==> src/rtl/differential_drive_odometry_assert.svh <==
// ---------------------------------------------------------------------------
// Assertion macros for the odometry block
// Concurrent checks on clk, disabled while arst_n is low.
// ---------------------------------------------------------------------------
`ifndef DIFFERENTIAL_DRIVE_ODOMETRY_ASSERT_SVH
`define DIFFERENTIAL_DRIVE_ODOMETRY_ASSERT_SVH

`ifndef SYNTHESIS
`define DDO_ASSERT_HOLDS(lbl, cond, msg) \
	lbl: assert property (@(posedge clk) disable iff (!arst_n) (cond)) else $error(msg);
`define DDO_ASSERT_IMPLIES(lbl, ante, cons, msg) \
	lbl: assert property (@(posedge clk) disable iff (!arst_n) (ante) |-> (cons)) \
		else $error(msg);
`define DDO_ASSERT_NEXT(lbl, ante, cons, msg) \
	lbl: assert property (@(posedge clk) disable iff (!arst_n) (ante) |=> (cons)) \
		else $error(msg);
`else
`define DDO_ASSERT_HOLDS(lbl, cond, msg)
`define DDO_ASSERT_IMPLIES(lbl, ante, cons, msg)
`define DDO_ASSERT_NEXT(lbl, ante, cons, msg)
`endif

`endif

==> src/rtl/ddo_pkg.sv <==
// ---------------------------------------------------------------------------
// ddo_pkg
// Types, constants and tables shared by the odometry modules.
// ---------------------------------------------------------------------------
package ddo_pkg;

	localparam int CORDIC_STEPS_DEF = 24;

	localparam int MUL_A_W = 64;
	localparam int MUL_B_W = 34;
	localparam int DIV_N_W = 64;
	localparam int DIV_D_W = 34;
	localparam int COR_W   = 34;

	localparam int ADDR_W = 3;
	localparam int DPC_W  = 16;
	localparam int TW_W   = 23;

	localparam logic REG_DPC = 1'b0;
	localparam logic REG_TW  = 1'b1;

	localparam logic [DPC_W-1:0] DPC_RESET = 16'd1000;
	localparam logic [TW_W-1:0]  TW_RESET  = 23'd983040;

	localparam logic signed [MUL_B_W-1:0] INV_PI_BAM      = 34'sd683565276;
	localparam logic signed [MUL_B_W-1:0] PI_Q30          = 34'sd3373259426;
	localparam logic signed [COR_W-1:0]   CORDIC_GAIN_INV = 34'sd652032874;
	localparam logic signed [63:0]        SMALL_HALF      = 64'sd8388608;
	localparam logic signed [DIV_D_W-1:0] DIV_SIX         = 34'sd6;
	localparam logic signed [33:0]        ONE_Q30         = 34'sd1073741824;

	localparam logic [29:0] ATAN_BAM [32] = '{
		30'd536870912, 30'd316933406, 30'd167458907, 30'd85004756,
		30'd42667331, 30'd21354465, 30'd10679838, 30'd5340245,
		30'd2670163, 30'd1335087, 30'd667544, 30'd333772,
		30'd166886, 30'd83443, 30'd41722, 30'd20861,
		30'd10430, 30'd5215, 30'd2608, 30'd1304,
		30'd652, 30'd326, 30'd163, 30'd81,
		30'd41, 30'd20, 30'd10, 30'd5,
		30'd3, 30'd1, 30'd1, 30'd0
	};

	typedef struct packed {
		logic signed [31:0] left_count;
		logic signed [31:0] right_count;
	} ddo_count_t;

	typedef struct packed {
		logic signed [31:0] x_position;
		logic signed [31:0] y_position;
		logic        [31:0] heading;
	} ddo_pose_t;

endpackage

==> src/rtl/ddo_cfg.sv <==
// ---------------------------------------------------------------------------
// ddo_cfg
// APB register file: distance per count and track width.
// ---------------------------------------------------------------------------
module ddo_cfg (
	input  logic                        clk,
	input  logic                        arst_n,
	input  logic                        psel,
	input  logic                        penable,
	input  logic                        pwrite,
	input  logic [ddo_pkg::ADDR_W-1:0]  paddr,
	input  logic [31:0]                 pwdata,
	output logic [31:0]                 prdata,
	output logic                        pready,
	output logic [ddo_pkg::DPC_W-1:0]   dpc,
	output logic [ddo_pkg::TW_W-1:0]    tw
);
	import ddo_pkg::*;

	logic [DPC_W-1:0] dpc_q;
	logic [TW_W-1:0]  tw_q;
	logic             wr_en;
	logic             idx;

	assign idx    = paddr[2];
	assign wr_en  = psel && penable && pwrite;
	assign pready = 1'b1;

	always_ff @(posedge clk or negedge arst_n) begin
		if (!arst_n) begin
			dpc_q <= DPC_RESET;
			tw_q  <= TW_RESET;
		end else if (wr_en) begin
			case (idx)
				REG_DPC: dpc_q <= pwdata[DPC_W-1:0];
				REG_TW:  tw_q  <= pwdata[TW_W-1:0];
				default: ;
			endcase
		end
	end

	always_comb begin
		case (idx)
			REG_DPC: prdata = 32'(dpc_q);
			REG_TW:  prdata = 32'(tw_q);
			default: prdata = '0;
		endcase
	end

	assign dpc = dpc_q;
	assign tw  = tw_q;

endmodule

==> src/rtl/ddo_mul.sv <==
// ---------------------------------------------------------------------------
// ddo_mul
// Bit-serial signed multiplier: one multiplier bit per cycle, shift-add.
// ---------------------------------------------------------------------------
module ddo_mul (
	input  logic                               clk,
	input  logic                               arst_n,
	input  logic                               start,
	input  logic signed [ddo_pkg::MUL_A_W-1:0] a,
	input  logic signed [ddo_pkg::MUL_B_W-1:0] b,
	output logic                               busy,
	output logic                               done,
	output logic signed [ddo_pkg::MUL_A_W-1:0] p
);
	import ddo_pkg::*;

	localparam int CW = $clog2(MUL_B_W);
	localparam logic [CW-1:0] LAST = CW'(MUL_B_W - 1);

	logic signed [MUL_A_W-1:0] a_q;
	logic signed [MUL_A_W-1:0] acc_q;
	logic signed [MUL_B_W-1:0] b_q;
	logic [CW-1:0]             cnt_q;
	logic                      busy_q;
	logic                      done_q;
	logic signed [MUL_A_W-1:0] addend;

	// the top bit of the multiplier weighs negative
	always_comb begin
		if (!b_q[0])
			addend = '0;
		else if (cnt_q == LAST)
			addend = -a_q;
		else
			addend = a_q;
	end

	always_ff @(posedge clk or negedge arst_n) begin
		if (!arst_n) begin
			busy_q <= 1'b0;
			done_q <= 1'b0;
			cnt_q  <= '0;
		end else begin
			done_q <= 1'b0;
			if (start) begin
				busy_q <= 1'b1;
				cnt_q  <= '0;
			end else if (busy_q) begin
				cnt_q <= cnt_q + 1'b1;
				if (cnt_q == LAST) begin
					busy_q <= 1'b0;
					done_q <= 1'b1;
				end
			end
		end
	end

	always_ff @(posedge clk) begin
		if (start) begin
			a_q   <= a;
			b_q   <= b;
			acc_q <= '0;
		end else if (busy_q) begin
			acc_q <= acc_q + addend;
			a_q   <= a_q <<< 1;
			b_q   <= b_q >>> 1;
		end
	end

	assign busy = busy_q;
	assign done = done_q;
	assign p    = acc_q;

endmodule

==> src/rtl/ddo_div.sv <==
// ---------------------------------------------------------------------------
// ddo_div
// Restoring signed divider, one quotient bit per cycle, truncating to zero.
// ---------------------------------------------------------------------------
module ddo_div (
	input  logic                               clk,
	input  logic                               arst_n,
	input  logic                               start,
	input  logic signed [ddo_pkg::DIV_N_W-1:0] n,
	input  logic signed [ddo_pkg::DIV_D_W-1:0] d,
	output logic                               busy,
	output logic                               done,
	output logic signed [ddo_pkg::DIV_N_W-1:0] q
);
	import ddo_pkg::*;

	localparam int CW = $clog2(DIV_N_W);
	localparam logic [CW-1:0] LAST = CW'(DIV_N_W - 1);

	logic [DIV_N_W-1:0] quo_q;
	logic [DIV_D_W-1:0] rem_q;
	logic [DIV_D_W-1:0] dm_q;
	logic               neg_q;
	logic [CW-1:0]      cnt_q;
	logic               busy_q;
	logic               done_q;
	logic [DIV_D_W:0]   trial;
	logic               fits;
	logic [DIV_D_W:0]   rem_sub;

	assign trial   = {rem_q, quo_q[DIV_N_W-1]};
	assign fits    = trial >= {1'b0, dm_q};
	assign rem_sub = trial - {1'b0, dm_q};

	always_ff @(posedge clk or negedge arst_n) begin
		if (!arst_n) begin
			busy_q <= 1'b0;
			done_q <= 1'b0;
			cnt_q  <= '0;
		end else begin
			done_q <= 1'b0;
			if (start) begin
				busy_q <= 1'b1;
				cnt_q  <= '0;
			end else if (busy_q) begin
				cnt_q <= cnt_q + 1'b1;
				if (cnt_q == LAST) begin
					busy_q <= 1'b0;
					done_q <= 1'b1;
				end
			end
		end
	end

	always_ff @(posedge clk) begin
		if (start) begin
			quo_q <= n[DIV_N_W-1] ? DIV_N_W'(-n) : DIV_N_W'(n);
			dm_q  <= d[DIV_D_W-1] ? DIV_D_W'(-d) : DIV_D_W'(d);
			rem_q <= '0;
			neg_q <= n[DIV_N_W-1] ^ d[DIV_D_W-1];
		end else if (busy_q) begin
			rem_q <= fits ? rem_sub[DIV_D_W-1:0] : trial[DIV_D_W-1:0];
			quo_q <= {quo_q[DIV_N_W-2:0], fits};
		end
	end

	assign busy = busy_q;
	assign done = done_q;
	assign q    = neg_q ? -signed'(quo_q) : signed'(quo_q);

endmodule

==> src/rtl/ddo_cordic.sv <==
// ---------------------------------------------------------------------------
// ddo_cordic
// Iterative CORDIC rotation: one micro-rotation per cycle, gives cos and sin
// of a binary angle in Q4.30.
// ---------------------------------------------------------------------------
module ddo_cordic #(
	parameter int CORDIC_STEPS = ddo_pkg::CORDIC_STEPS_DEF
) (
	input  logic                             clk,
	input  logic                             arst_n,
	input  logic                             start,
	input  logic [31:0]                      ang,
	output logic                             busy,
	output logic                             done,
	output logic signed [ddo_pkg::COR_W-1:0] cos_v,
	output logic signed [ddo_pkg::COR_W-1:0] sin_v
);
	import ddo_pkg::*;

	localparam int IW = $clog2(CORDIC_STEPS);
	localparam logic [IW-1:0] LAST = IW'(CORDIC_STEPS - 1);

	logic signed [COR_W-1:0] x_q, y_q, z_q;
	logic [1:0]              quad_q;
	logic [IW-1:0]           i_q;
	logic                    busy_q;
	logic                    done_q;
	logic [31:0]             ang_r;
	logic [1:0]              quad;
	logic [31:0]             resid;
	logic signed [COR_W-1:0] xs, ys, at;

	// nearest quarter turn, residual within an eighth turn
	assign ang_r = ang + 32'h2000_0000;
	assign quad  = ang_r[31:30];
	assign resid = ang - {quad, 30'd0};

	assign xs = x_q >>> i_q;
	assign ys = y_q >>> i_q;
	assign at = COR_W'(ATAN_BAM[5'(i_q)]);

	always_ff @(posedge clk or negedge arst_n) begin
		if (!arst_n) begin
			busy_q <= 1'b0;
			done_q <= 1'b0;
			i_q    <= '0;
		end else begin
			done_q <= 1'b0;
			if (start) begin
				busy_q <= 1'b1;
				i_q    <= '0;
			end else if (busy_q) begin
				i_q <= i_q + 1'b1;
				if (i_q == LAST) begin
					busy_q <= 1'b0;
					done_q <= 1'b1;
				end
			end
		end
	end

	always_ff @(posedge clk) begin
		if (start) begin
			x_q    <= CORDIC_GAIN_INV;
			y_q    <= '0;
			z_q    <= COR_W'(signed'(resid));
			quad_q <= quad;
		end else if (busy_q) begin
			if (!z_q[COR_W-1]) begin
				x_q <= x_q - ys;
				y_q <= y_q + xs;
				z_q <= z_q - at;
			end else begin
				x_q <= x_q + ys;
				y_q <= y_q - xs;
				z_q <= z_q + at;
			end
		end
	end

	always_comb begin
		case (quad_q)
			2'd0: begin
				cos_v = x_q;
				sin_v = y_q;
			end
			2'd1: begin
				cos_v = -y_q;
				sin_v = x_q;
			end
			2'd2: begin
				cos_v = -x_q;
				sin_v = -y_q;
			end
			default: begin
				cos_v = y_q;
				sin_v = -x_q;
			end
		endcase
	end

	assign busy = busy_q;
	assign done = done_q;

endmodule

==> src/rtl/differential_drive_odometry.sv <==
// ---------------------------------------------------------------------------
// differential_drive_odometry
// Two-wheel odometry, arc model, in fixed point.
// ---------------------------------------------------------------------------
// Input channel count (count_valid/count_ready) takes absolute left and right
// encoder counts; output channel pose (pose_valid/pose_ready) returns x, y in
// Q16.16 and the heading as a binary angle. One pose per count transfer.
// Registers on the APB port: distance per count at 0x0, track width at 0x4.
// All arithmetic runs through one bit-serial multiplier, one restoring divider
// and one iterative CORDIC, called in turn by a step sequencer.
// The block takes one item at a time: count_ready is high only while the
// sequencer is idle. A finished pose sits in an output register, so the next
// count is accepted while it waits; a stalled receiver holds the block only
// when the following pose is ready to commit.
// Reset clears position, heading and previous counts to zero and loads the
// register reset values.
// ---------------------------------------------------------------------------
`include "differential_drive_odometry_assert.svh"

module differential_drive_odometry #(
	parameter int CORDIC_STEPS = ddo_pkg::CORDIC_STEPS_DEF
) (
	input  logic                       clk,
	input  logic                       arst_n,
	input  logic                       count_valid,
	output logic                       count_ready,
	input  ddo_pkg::ddo_count_t        count,
	output logic                       pose_valid,
	input  logic                       pose_ready,
	output ddo_pkg::ddo_pose_t         pose,
	input  logic                       psel,
	input  logic                       penable,
	input  logic                       pwrite,
	input  logic [ddo_pkg::ADDR_W-1:0] paddr,
	input  logic [31:0]                pwdata,
	output logic [31:0]                prdata,
	output logic                       pready
);
	import ddo_pkg::*;

	localparam logic [4:0] ST_IDLE = 5'd0;
	localparam logic [4:0] ST_ML   = 5'd1;
	localparam logic [4:0] ST_MR   = 5'd2;
	localparam logic [4:0] ST_MA   = 5'd3;
	localparam logic [4:0] ST_DA   = 5'd4;
	localparam logic [4:0] ST_MU   = 5'd5;
	localparam logic [4:0] ST_MUU  = 5'd6;
	localparam logic [4:0] ST_D6   = 5'd7;
	localparam logic [4:0] ST_MH   = 5'd8;
	localparam logic [4:0] ST_CH   = 5'd9;
	localparam logic [4:0] ST_MT   = 5'd10;
	localparam logic [4:0] ST_MTW  = 5'd11;
	localparam logic [4:0] ST_DT   = 5'd12;
	localparam logic [4:0] ST_CD   = 5'd13;
	localparam logic [4:0] ST_MX   = 5'd14;
	localparam logic [4:0] ST_MY   = 5'd15;
	localparam logic [4:0] ST_OUT  = 5'd16;

	function automatic logic signed [31:0] sat32(input logic signed [63:0] v);
		if (v > 64'sd2147483647)
			return 32'sh7FFF_FFFF;
		else if (v < -64'sd2147483648)
			return 32'sh8000_0000;
		else
			return v[31:0];
	endfunction

	logic [DPC_W-1:0] dpc;
	logic [TW_W-1:0]  tw;
	logic [TW_W-1:0]  w;

	logic [4:0]          state_q;
	logic                issue_q;
	logic [31:0]         lc_q, rc_q;
	logic [31:0]         prev_left_q, prev_right_q;
	logic [31:0]         heading_q;
	logic signed [31:0]  x_q, y_q;
	logic signed [31:0]  dl_q, dr_q, h_q;
	logic signed [63:0]  alpha_q, half_q;
	logic signed [33:0]  u_q, sc_q;
	logic signed [35:0]  t_q;
	logic                pose_valid_q;
	ddo_pose_t           pose_q;

	logic signed [32:0]  sum, diff;
	logic signed [31:0]  dist_n;
	logic signed [63:0]  half_n;
	logic                is_mul, is_div, is_cor;
	logic                unit_done;
	logic                commit;

	logic                      mul_start, mul_busy, mul_done;
	logic signed [MUL_A_W-1:0] mul_a, mul_p;
	logic signed [MUL_B_W-1:0] mul_b;
	logic                      div_start, div_busy, div_done;
	logic signed [DIV_N_W-1:0] div_n, div_q;
	logic signed [DIV_D_W-1:0] div_d;
	logic                      cor_start, cor_busy, cor_done;
	logic [31:0]               cor_ang;
	logic signed [COR_W-1:0]   cor_cos, cor_sin;

	ddo_cfg u_cfg (
		.clk     (clk),
		.arst_n  (arst_n),
		.psel    (psel),
		.penable (penable),
		.pwrite  (pwrite),
		.paddr   (paddr),
		.pwdata  (pwdata),
		.prdata  (prdata),
		.pready  (pready),
		.dpc     (dpc),
		.tw      (tw)
	);

	ddo_mul u_mul (
		.clk    (clk),
		.arst_n (arst_n),
		.start  (mul_start),
		.a      (mul_a),
		.b      (mul_b),
		.busy   (mul_busy),
		.done   (mul_done),
		.p      (mul_p)
	);

	ddo_div u_div (
		.clk    (clk),
		.arst_n (arst_n),
		.start  (div_start),
		.n      (div_n),
		.d      (div_d),
		.busy   (div_busy),
		.done   (div_done),
		.q      (div_q)
	);

	ddo_cordic #(
		.CORDIC_STEPS (CORDIC_STEPS)
	) u_cordic (
		.clk    (clk),
		.arst_n (arst_n),
		.start  (cor_start),
		.ang    (cor_ang),
		.busy   (cor_busy),
		.done   (cor_done),
		.cos_v  (cor_cos),
		.sin_v  (cor_sin)
	);

	// a zero track width acts as one
	assign w      = (tw == '0) ? TW_W'(1) : tw;
	assign sum    = 33'(dl_q) + 33'(dr_q);
	assign diff   = 33'(dr_q) - 33'(dl_q);
	assign dist_n = sat32(mul_p >>> 8);
	assign half_n = div_q >>> 1;

	always_comb begin
		is_mul = state_q inside {ST_ML, ST_MR, ST_MA, ST_MU, ST_MUU, ST_MH,
			ST_MT, ST_MTW, ST_MX, ST_MY};
		is_div = state_q inside {ST_DA, ST_D6, ST_DT};
		is_cor = state_q inside {ST_CH, ST_CD};
	end

	assign mul_start = issue_q && is_mul;
	assign div_start = issue_q && is_div;
	assign cor_start = issue_q && is_cor;
	assign unit_done = !issue_q && ((is_mul && mul_done) || (is_div && div_done) ||
		(is_cor && cor_done));

	always_comb begin
		case (state_q)
			ST_ML: begin
				mul_a = 64'(signed'(lc_q - prev_left_q));
				mul_b = 34'(dpc);
			end
			ST_MR: begin
				mul_a = 64'(signed'(rc_q - prev_right_q));
				mul_b = 34'(dpc);
			end
			ST_MA: begin
				mul_a = 64'(diff);
				mul_b = INV_PI_BAM;
			end
			ST_MU: begin
				mul_a = half_q;
				mul_b = PI_Q30;
			end
			ST_MUU: begin
				mul_a = 64'(u_q);
				mul_b = u_q;
			end
			ST_MH: begin
				mul_a = 64'(sum);
				mul_b = sc_q;
			end
			ST_MT: begin
				mul_a = 64'(sum);
				mul_b = cor_sin;
			end
			ST_MTW: begin
				mul_a = 64'(t_q);
				mul_b = 34'(w);
			end
			ST_MX: begin
				mul_a = 64'(h_q);
				mul_b = cor_cos;
			end
			ST_MY: begin
				mul_a = 64'(h_q);
				mul_b = cor_sin;
			end
			default: begin
				mul_a = '0;
				mul_b = '0;
			end
		endcase
	end

	always_comb begin
		case (state_q)
			ST_DA: begin
				div_n = mul_p;
				div_d = 34'(w);
			end
			ST_D6: begin
				div_n = mul_p >>> 30;
				div_d = DIV_SIX;
			end
			ST_DT: begin
				div_n = mul_p;
				div_d = 34'(diff);
			end
			default: begin
				div_n = '0;
				div_d = DIV_SIX;
			end
		endcase
	end

	// half-turn sine first, then the travel direction
	assign cor_ang = (state_q == ST_CH) ? half_q[31:0] : heading_q + half_q[31:0];

	assign commit = (state_q == ST_OUT) && (!pose_valid_q || pose_ready);

	always_ff @(posedge clk or negedge arst_n) begin
		if (!arst_n) begin
			state_q      <= ST_IDLE;
			issue_q      <= 1'b0;
			prev_left_q  <= '0;
			prev_right_q <= '0;
			heading_q    <= '0;
			x_q          <= '0;
			y_q          <= '0;
			pose_valid_q <= 1'b0;
		end else begin
			if (pose_valid_q && pose_ready)
				pose_valid_q <= 1'b0;
			if (state_q == ST_IDLE) begin
				if (count_valid) begin
					state_q <= ST_ML;
					issue_q <= 1'b1;
				end
			end else if (state_q == ST_OUT) begin
				if (commit) begin
					heading_q    <= heading_q + alpha_q[31:0];
					prev_left_q  <= lc_q;
					prev_right_q <= rc_q;
					pose_valid_q <= 1'b1;
					state_q      <= ST_IDLE;
				end
			end else if (issue_q) begin
				issue_q <= 1'b0;
			end else if (unit_done) begin
				issue_q <= 1'b1;
				case (state_q)
					ST_ML:  state_q <= ST_MR;
					ST_MR:  state_q <= (dist_n == dl_q) ? ST_CD : ST_MA;
					ST_MA:  state_q <= ST_DA;
					ST_DA: begin
						if (half_n < SMALL_HALF && half_n > -SMALL_HALF)
							state_q <= ST_MU;
						else
							state_q <= ST_CH;
					end
					ST_MU:  state_q <= ST_MUU;
					ST_MUU: state_q <= ST_D6;
					ST_D6:  state_q <= ST_MH;
					ST_MH:  state_q <= ST_CD;
					ST_CH:  state_q <= ST_MT;
					ST_MT:  state_q <= ST_MTW;
					ST_MTW: state_q <= ST_DT;
					ST_DT:  state_q <= ST_CD;
					ST_CD:  state_q <= ST_MX;
					ST_MX: begin
						x_q     <= sat32(64'(x_q) + (mul_p >>> 30));
						state_q <= ST_MY;
					end
					ST_MY: begin
						y_q     <= sat32(64'(y_q) + (mul_p >>> 30));
						state_q <= ST_OUT;
						issue_q <= 1'b0;
					end
					default: state_q <= ST_IDLE;
				endcase
			end
		end
	end

	always_ff @(posedge clk) begin
		if (state_q == ST_IDLE && count_valid) begin
			lc_q <= count.left_count;
			rc_q <= count.right_count;
		end
		if (unit_done) begin
			case (state_q)
				ST_ML: dl_q <= dist_n;
				ST_MR: begin
					dr_q <= dist_n;
					// equal distances: straight step along the old heading
					if (dist_n == dl_q) begin
						h_q     <= dist_n;
						alpha_q <= '0;
						half_q  <= '0;
					end
				end
				ST_DA: begin
					alpha_q <= div_q;
					half_q  <= half_n;
				end
				ST_MU:  u_q  <= 34'(mul_p >>> 31);
				ST_D6:  sc_q <= ONE_Q30 - 34'(div_q);
				ST_MH:  h_q  <= sat32(mul_p >>> 31);
				ST_MT:  t_q  <= 36'(mul_p >>> 30);
				ST_DT:  h_q  <= sat32(div_q);
				default: ;
			endcase
		end
		if (commit) begin
			pose_q.x_position <= x_q;
			pose_q.y_position <= y_q;
			pose_q.heading    <= heading_q + alpha_q[31:0];
		end
	end

	assign count_ready = (state_q == ST_IDLE);
	assign pose_valid  = pose_valid_q;
	assign pose        = pose_q;

	`DDO_ASSERT_HOLDS(a_one_unit, $onehot0({mul_busy, div_busy, cor_busy}), "two arithmetic units busy at once")
	`DDO_ASSERT_IMPLIES(a_idle_quiet, state_q == ST_IDLE, !mul_busy && !div_busy && !cor_busy, "unit busy while sequencer idle")
	`DDO_ASSERT_IMPLIES(a_pose_commit, $rose(pose_valid), $past(state_q == ST_OUT), "pose raised outside commit")
	`DDO_ASSERT_NEXT(a_take_starts, count_valid && count_ready, state_q == ST_ML && issue_q, "count transfer did not start a step")

endmodule
==> config.mk <==
export PLATFORM = sky130hd
export DESIGN_NAME = differential_drive_odometry
export DESIGN_NICKNAME = d
export VERILOG_FILES = /design/src/rtl/ddo_pkg.sv /design/src/rtl/ddo_cfg.sv /design/src/rtl/ddo_mul.sv /design/src/rtl/ddo_div.sv /design/src/rtl/ddo_cordic.sv /design/src/rtl/differential_drive_odometry.sv
export VERILOG_INCLUDE_DIRS = /design/src /design/src/rtl
export SDC_FILE = /design/constraint.sdc
export NUM_CORES = 2
export LEC_CHECK = 0
export ABC_AREA = 1
export ABC_CLOCK_PERIOD_IN_PS = 16300
export BUFFER_PORTS_ARGS = -buffer_cell sky130_fd_sc_hd__buf_2
export CORE_MARGIN = 2
export CORE_UTILIZATION = 45
export DETAILED_ROUTE_END_ITERATION = 6
export PLACE_DENSITY = 0.69
export SYNTH_ARGS = -nofsm -noshare
export SYNTH_HDL_FRONTEND = slang
export SYNTH_SLANG_ARGS = --single-unit
==> constraint.sdc <==
create_clock -name clk -period 16.3 [get_ports clk]
set_input_delay 0.815 -clock clk [delete_from_list [all_inputs] [get_ports clk]]
set_output_delay 0.815 -clock clk [all_outputs]
set_load 0.02 [all_outputs]
; ---- Yosys cells after proc, flatten, opt, wreduce, memory -nomap -nowiden
; Memories as Yosys holds them, arrays and structs flattened.
; Cells that the tools add are included.
[classes]
n_eq_ne = 27
n_mux = 86
addsub = 28
mul = 0
div_mod_pow = 0
n_bitwise = 6
n_reduce_logical = 50
n_shift = 2
n_lt_le_gt_ge = 14
[op_table]
columns = op, n
row1 = 2-to-1 mux 64 bit, 9
row2 = one-hot mux 64 bit (8 select lines), 1
row3 = 2-to-1 mux 32 bit, 12
row4 = one-hot mux 34 bit (8 select lines), 1
row5 = one-hot mux 64 bit (2 select lines), 2
row6 = 2-to-1 mux 34 bit, 7
row7 = one-hot mux 34 bit (3 select lines), 2
row8 = negation 64 bit, 3
row9 = one-hot mux 32 bit (2 select lines), 2
row10 = negation 34 bit, 3
row11 = subtractor 34 bit, 3
row12 = one-hot mux 32 bit (3 select lines), 1
row13 = subtractor 32 bit, 3
row14 = adder 32 x 34 -> 35 bit, 2
row15 = "> comparator 35 x 32 -> 1 bit, second input constant", 2
row16 = "less-than comparator 35 x 32 -> 1 bit, second input constant", 2
row17 = one-hot mux 5 bit (14 select lines), 1
row18 = adder 34 bit, 2
row19 = one-hot mux 34 bit (2 select lines), 1
row20 = >>> shifter 34 x 5 -> 34 bit, 2
row21 = 2-to-1 mux 33 bit, 2
row22 = adder 32 bit, 2
row23 = adder 64 bit, 1
row24 = "> comparator 64 x 32 -> 1 bit, second input constant", 1
row25 = other kinds (53), 146
[word_totals]
latch_bits = 0
ramBits = 0
out_inout_bits = 131
ff_bits = 1081
memories = 1
mem_bits_ro = 960
elab_cells = 259
[mem_list]
columns = name, words, word_bits, read_ports, rd_clocked_by_memory_dff, write_ports, line_no
row1 = (name not given), 32, 30, 1, 0, 0, ddo_cordic.sv:40  ; assign at = COR_W'(ATAN_BAM[5'(i_q)]);

; ---- Depth between registers and ports, before layout
[depth]
word_depth = 10
ltp_mapped = 43

; ---- Hierarchy
; A second synthesis with hierarchy kept.
[unflattened]
hier_cells = 13376
hier_area_um2 = 90211.5
[by_module_without_submodules]
columns = module, seq_area_each_um2, instances, cells_each, area_per_inst_um2
row1 = differential_drive_odometry, 16821.1, 1, 5503, 42167.9
row2 = ddo_cordic, 2617.5, 1, 3338, 18992.0
row3 = ddo_mul, 4424.2, 1, 2160, 13658.1
row4 = ddo_div, 3853.7, 1, 2124, 13486.7
row5 = ddo_cfg, 988.4, 1, 251, 1906.8

; ---- Worst setup path before layout
; OpenSTA, ideal clock, no wires.
[synth_path]
path_kind = flip-flop to flip-flop
from = register u_mul.acc_q[63] (netlist: u_mul.p[63])
to = register alpha_q[0], enable pin
t_required_ns = 15.793
path_stages_with_launch = 18
path_buffers = 3
t_arrival_ns = 5.170
synth_period_minus_slack_ns = 5.677
path_slack_ns = 10.623
path_cell_list = dfxtp_1 > clkbuf_1 > inv_1 > nand3_1 > nor2_1 > nand2_1 > o21ai_1 > buf_2 > buf_1 > nand3_1 > nand4_1 > nor2_1 > nand2_1 > nor2_1 > nand2_1 > nand2_1 > nand3_1 > a21oi_1
[synth_between]
elab_chain_cells = 6
elab_cells_between_ends = 7
classes_between = order compare: 2 / eq/ne: 2 / mux: 2 / reduce/logical: 1
[synth_rtl]
columns = item, line_no
row1 = "start, declared", ddo_mul.sv:21  ; logic signed [MUL_A_W-1:0] acc_q;
row2 = "start signal, assigned", ddo_mul.sv:64  ; acc_q <= acc_q + addend;
row3 = less-than comparator 56 x 32 -> 1 bit, differential_drive_odometry.sv:62  ; else if (v < -64'sd2147483648)
row4 = 2-to-1 mux 32 bit, differential_drive_odometry.sv:62
row5 = 2-to-1 mux 32 bit (*), differential_drive_odometry.sv:60  ; if (v > 64'sd2147483647)
row6 = == test 32 bit (*), differential_drive_odometry.sv:321  ; if (dist_n == dl_q) begin
row7 = inequality test 2 x 1 -> 1 bit (no line) (*), n/a
row8 = AND reduction 3 bit (no line) (*), n/a
row9 = "end signal, assigned", differential_drive_odometry.sv:328  ; alpha_q <= div_q;
row10 = "end, declared", differential_drive_odometry.sv:79  ; logic signed [63:0] alpha_q, half_q;
; Every way passes the cells marked *; elsewhere a longest branch is shown, timed or not.
; A chain may end at the register's enable or synchronous reset.

; ---- Final worst setup path
[layout_path]
from = register u_cordic.i_q[1]
to = register u_cordic.z_q[31], data pin
[layout_between]
elab_chain_cells = 8
elab_cells_between_ends = 9
classes_between = add/sub: 2 / mux: 5 / bitwise: 1 / memory: 1
[layout_rtl]
columns = item, line_no
row1 = "start, declared", ddo_cordic.sv:25  ; logic [IW-1:0] i_q;
row2 = "start signal, assigned", ddo_cordic.sv:53  ; i_q <= i_q + 1'b1;
row3 = NOT 5 -> 6 bit (implied by the code) (*), ddo_cordic.sv:40
row4 = memory (32 x 30 bit) (*), n/a
row5 = 2-to-1 mux 30 bit (implied by the code) (*) (2 in series), ddo_cordic.sv:40
row6 = subtractor 34 x 31 -> 34 bit or adder 34 x 31 -> 34 bit (tied branches), "ddo_cordic.sv:72, ddo_cordic.sv:76"
row7 = 2-to-1 mux 34 bit (*), ddo_cordic.sv:69  ; if (!z_q[COR_W-1]) begin
row8 = 2-to-1 mux 34 bit (*), ddo_cordic.sv:68  ; end else if (busy_q) begin
row9 = 2-to-1 mux 34 bit (*), ddo_cordic.sv:63  ; if (start) begin
row10 = "end signal, assigned", ddo_cordic.sv:66  ; z_q <= COR_W'(signed'(resid));
row11 = "end signal, assigned", ddo_cordic.sv:72  ; z_q <= z_q - at;
row12 = "end signal, assigned", ddo_cordic.sv:76  ; z_q <= z_q + at;
row13 = "end, declared", ddo_cordic.sv:23  ; logic signed [COR_W-1:0] x_q, y_q, z_q;
; Every way passes the cells marked *; elsewhere a longest branch is shown, timed or not. The select of a mux whose other input is x is not followed.

==> reports/qor.txt <==
EDFF count, synth: 654
TritonCTS clock tree: built
First-pass GRT wire length: 515,000 microns
Seq pwr share: 0.208
# clock sinks: 1,049
Finished Core Util: 0.494
Die area: 197,000 sq um
Iter 0 DRT Violations: 11.4k
Post-DP HPWL: 272,000 microns
HP Start: count[37]
Final period util: 0.431
Crit-path max FO: 65
Drt wl/cell: 23.4 microns
Via count: 88.6k
F_max: 142 MHz
Pwr dens: 238 nW/um^2
Share of post-route cells with drive strength above 1: 0.0714
Clock Latency Late Sink: 0.81 ns
Nets: 13.0k
Ys flop type: edfxtp_1
Post-synth cell types: 86
FF-to-FF End: u_cordic.z_q[31]
WS Path Type: flip-flop to flip-flop
Sw frac: 0.544
Postcts setup bufs: 0
Setup TNS: 0 ns
TritonRoute pass-1 iters: 7
CP most frequent cell: nand2_1
Share of the synthesized area in the top cell type: 0.226
Peak per-stage delay on the critical path: 0.86 ns
Vias in the first global route: 81.3k
IO Pins: 237
Tightest Hold Check Type: input port to flip-flop
Gp weighted congestion: 1.07
Setup Skew: 0.0497 ns
YS warnings: 0
Hold path cells: 1
Top cells by area, synth: edfxtp_1 (23%), nand2_1 (13%), ha_1 (6.8%), dfrtp_1 (6.3%), inv_1 (6.1%)
CTS Buf Count: 121
Placed cells: 14.8k
GRT Resource Usage Total: 0.345
Die width: 444 microns
Clock buffer depth: 3
RSZ-0062 raised after global routing: no
Hold Fails Final Rpt: 0
Mapped Cells: 12.4k
Slew Limit Fails: 0
Final Routed Wirelength: 353,000 microns
Antenna violations before repair: 24
Mapped Area: 86,900 sq um
Slowest cell on the critical path: o41ai_4
Internal power: 10.3 mW
Status: finished with violations
Total Power: 22.6 mW
Area grow syn2layout: 9.12%
Final WS setup: 9.28 ns
Setup crit end kind: flip-flop
Reg2Reg Depth: 27
WHS: 0.180 ns
Most frequent cells in the layout: nand2_1 (2,922), inv_1 (1,407), nor2_1 (1,237)
Setup violators final: 0
Via-to-Cell Ratio: 5.87
Required @ worst endpoint: 16.83 ns
Violated checks: design-rule violations
Clock Pin Slew Worst Setup and Hold Paths: 0.07 ns
Peak supply drop: 0.132 mV
Final Cell Area: 94,900 sq um
Core area: 192,000 sq um
Switching power: 12.3 mW
Crit Reg-Reg Startpoint: u_cordic.i_q[1]
Minimum clock period: 7.02 ns
Worst R2R Setup Slack: 9.28 ns
Avg Cell Area, Syn: 7.01 sq um
Port Buffer Count: 215
WHS Endpoint: lc_q[5]
Arrival @ worst endpoint: 7.55 ns
Register bit total from synthesis: 1,049
Most common cell after layout, fill and taps aside: nand2_1
DP Worst Slack: 9.43 ns
Yosys top cell by area: edfxtp_1
DR DRC count: 33
Root buffer cell: clkbuf_16
Register area share after synthesis: 0.330
Worst slew pin tran: 1.42 ns
Largest net degree at the start of global routing: 145
Logic pwr share: 0.659
Initial Utilization: 0.452
Ys async rst share: 0.218
Die H: 444 microns
Pleak: 44.1 nW
Crit path from: u_cordic.i_q[1]
Post-DP Area: 90,500 sq um
Max-slew headroom: 0.0442
Clock Power Share: 0.133
Max-cap violations: 0
Site Rows: 161
Fin cells: 15.1k
CP startpoint kind: flip-flop
Gr ovfl total: 0
Final ANT Viol Nets: 0
Depth of the CTS H-tree: 3
## synthesized netlist by cell type, drive strengths merged (13+ instances only)
library cell	n
a211oi	15
a21boi	93
a21o	56
a21oi	959
a221oi	55
a22oi	54
a31oi	91
and3	14
buf	181
clkbuf	274
dfrtp	219
dfxtp	166
edfxtp	654
fa	13
ha	474
inv	1444
nand2	2948
nand3	895
nand3b	19
nand4	171
nor2	1302
nor3	190
nor4	65
o2111ai	17
o211ai	101
o21a	42
o21ai	968
o21bai	54
o221ai	44
o22ai	52
o31ai	17
or2	122
xnor2	139
xor2	403
## what timing repair did
item,CTS,global route
hold buffers,1,0
gates resized for setup,0,0
endpoints found under the hold margin,51,0
## worst max-delay path by stage
stage / endpoint / slack (ns) / depth (start not counted)
4_1_cts: u_cordic.z_q[31] / 9.38 / 27
3_5_place_dp: u_cordic.z_q[31] / 9.43 / 27
5_1_grt: u_cordic.z_q[31] / 8.69 / 27
6_report: u_cordic.z_q[31] / 9.28 / 27
2_1_floorplan: alpha_q[0] / 10.62 / 17
3_3_place_gp: u_cordic.z_q[33] / 9.53 / 23
## flip-flops by register name (all words and copies together) (netlist names), 33 cells and up
signal / cells
sc_q: 34
u_q: 33
pose: 96
u_cordic.x_q: 34
u_div.dm_q: 34
u_mul.p: 64
u_mul.a_q: 64
half_q: 63
u_div.quo_q: 64
t_q: 34
u_mul.b_q: 34
u_div.rem_q: 34
u_cordic.y_q: 34
u_cordic.z_q: 34
## logic make-up (layout without fill, tap and decap cells)
logic type,Yosys count,after routing,share of synthesized area
DFF,1049,1049,0.330
buffers and inverters,1910,2048,0.0861
adders and majority gates,487,487,0.0712
and+or+nand+nor,5745,5745,0.281
AOI/OAI and AO/OA,2662,2662,0.176
muxes,3,3,0.000389
xor gates and xnor gates,542,542,0.0546
other,2,25,0.0000864
## critical path: cells and delay by family, from the launching register on
family / cells / cell delay (ns)
buffers and inverters: 4 / 1.44
flip-flops: 1 / 0.34
XOR/XNOR: 1 / 0.20
AND/OR/NAND/NOR: 11 / 1.15
adder cells (fa/ha/maj): 3 / 0.96
AO/OA/AOI/OAI: 8 / 2.60
## metal layers
metal | up-vias | share of wire | track usage
met3 | 1020 | 0.11 | 0.0790
met1 | 41000 | 0.40 | 0.448
li1 | 41900 | - | -
met2 | 4651 | 0.42 | 0.519
met4 | 20 | 0.076 | 0.219
met5 | - | 0.00057 | 0
## power by group through the flow
stage	clock network [mW]	logic, mW	registers (mW)
floorplan	0	10.5	4.29
global placement	0	14.3	4.68
detailed placement	0	14.4	4.68
CTS	3.03	14.5	4.64
global route	3.13	16.4	4.73
finish	3.01	14.9	4.70
## area by class of cell
class                           count  area [sq um]
Inverter                         1455          5470
Tap cell                         2526          3160
Clock buffer                      152          3310
Sequential cell                  1049         28700
Timing Repair Buffer              361          2180
Clock inverter                     80          1060
Multi-Input combinational cell   9450         50900
Fill cell                       19500         97300
Antenna cell                       14          35.0
(Power assumes the default switching activity.)
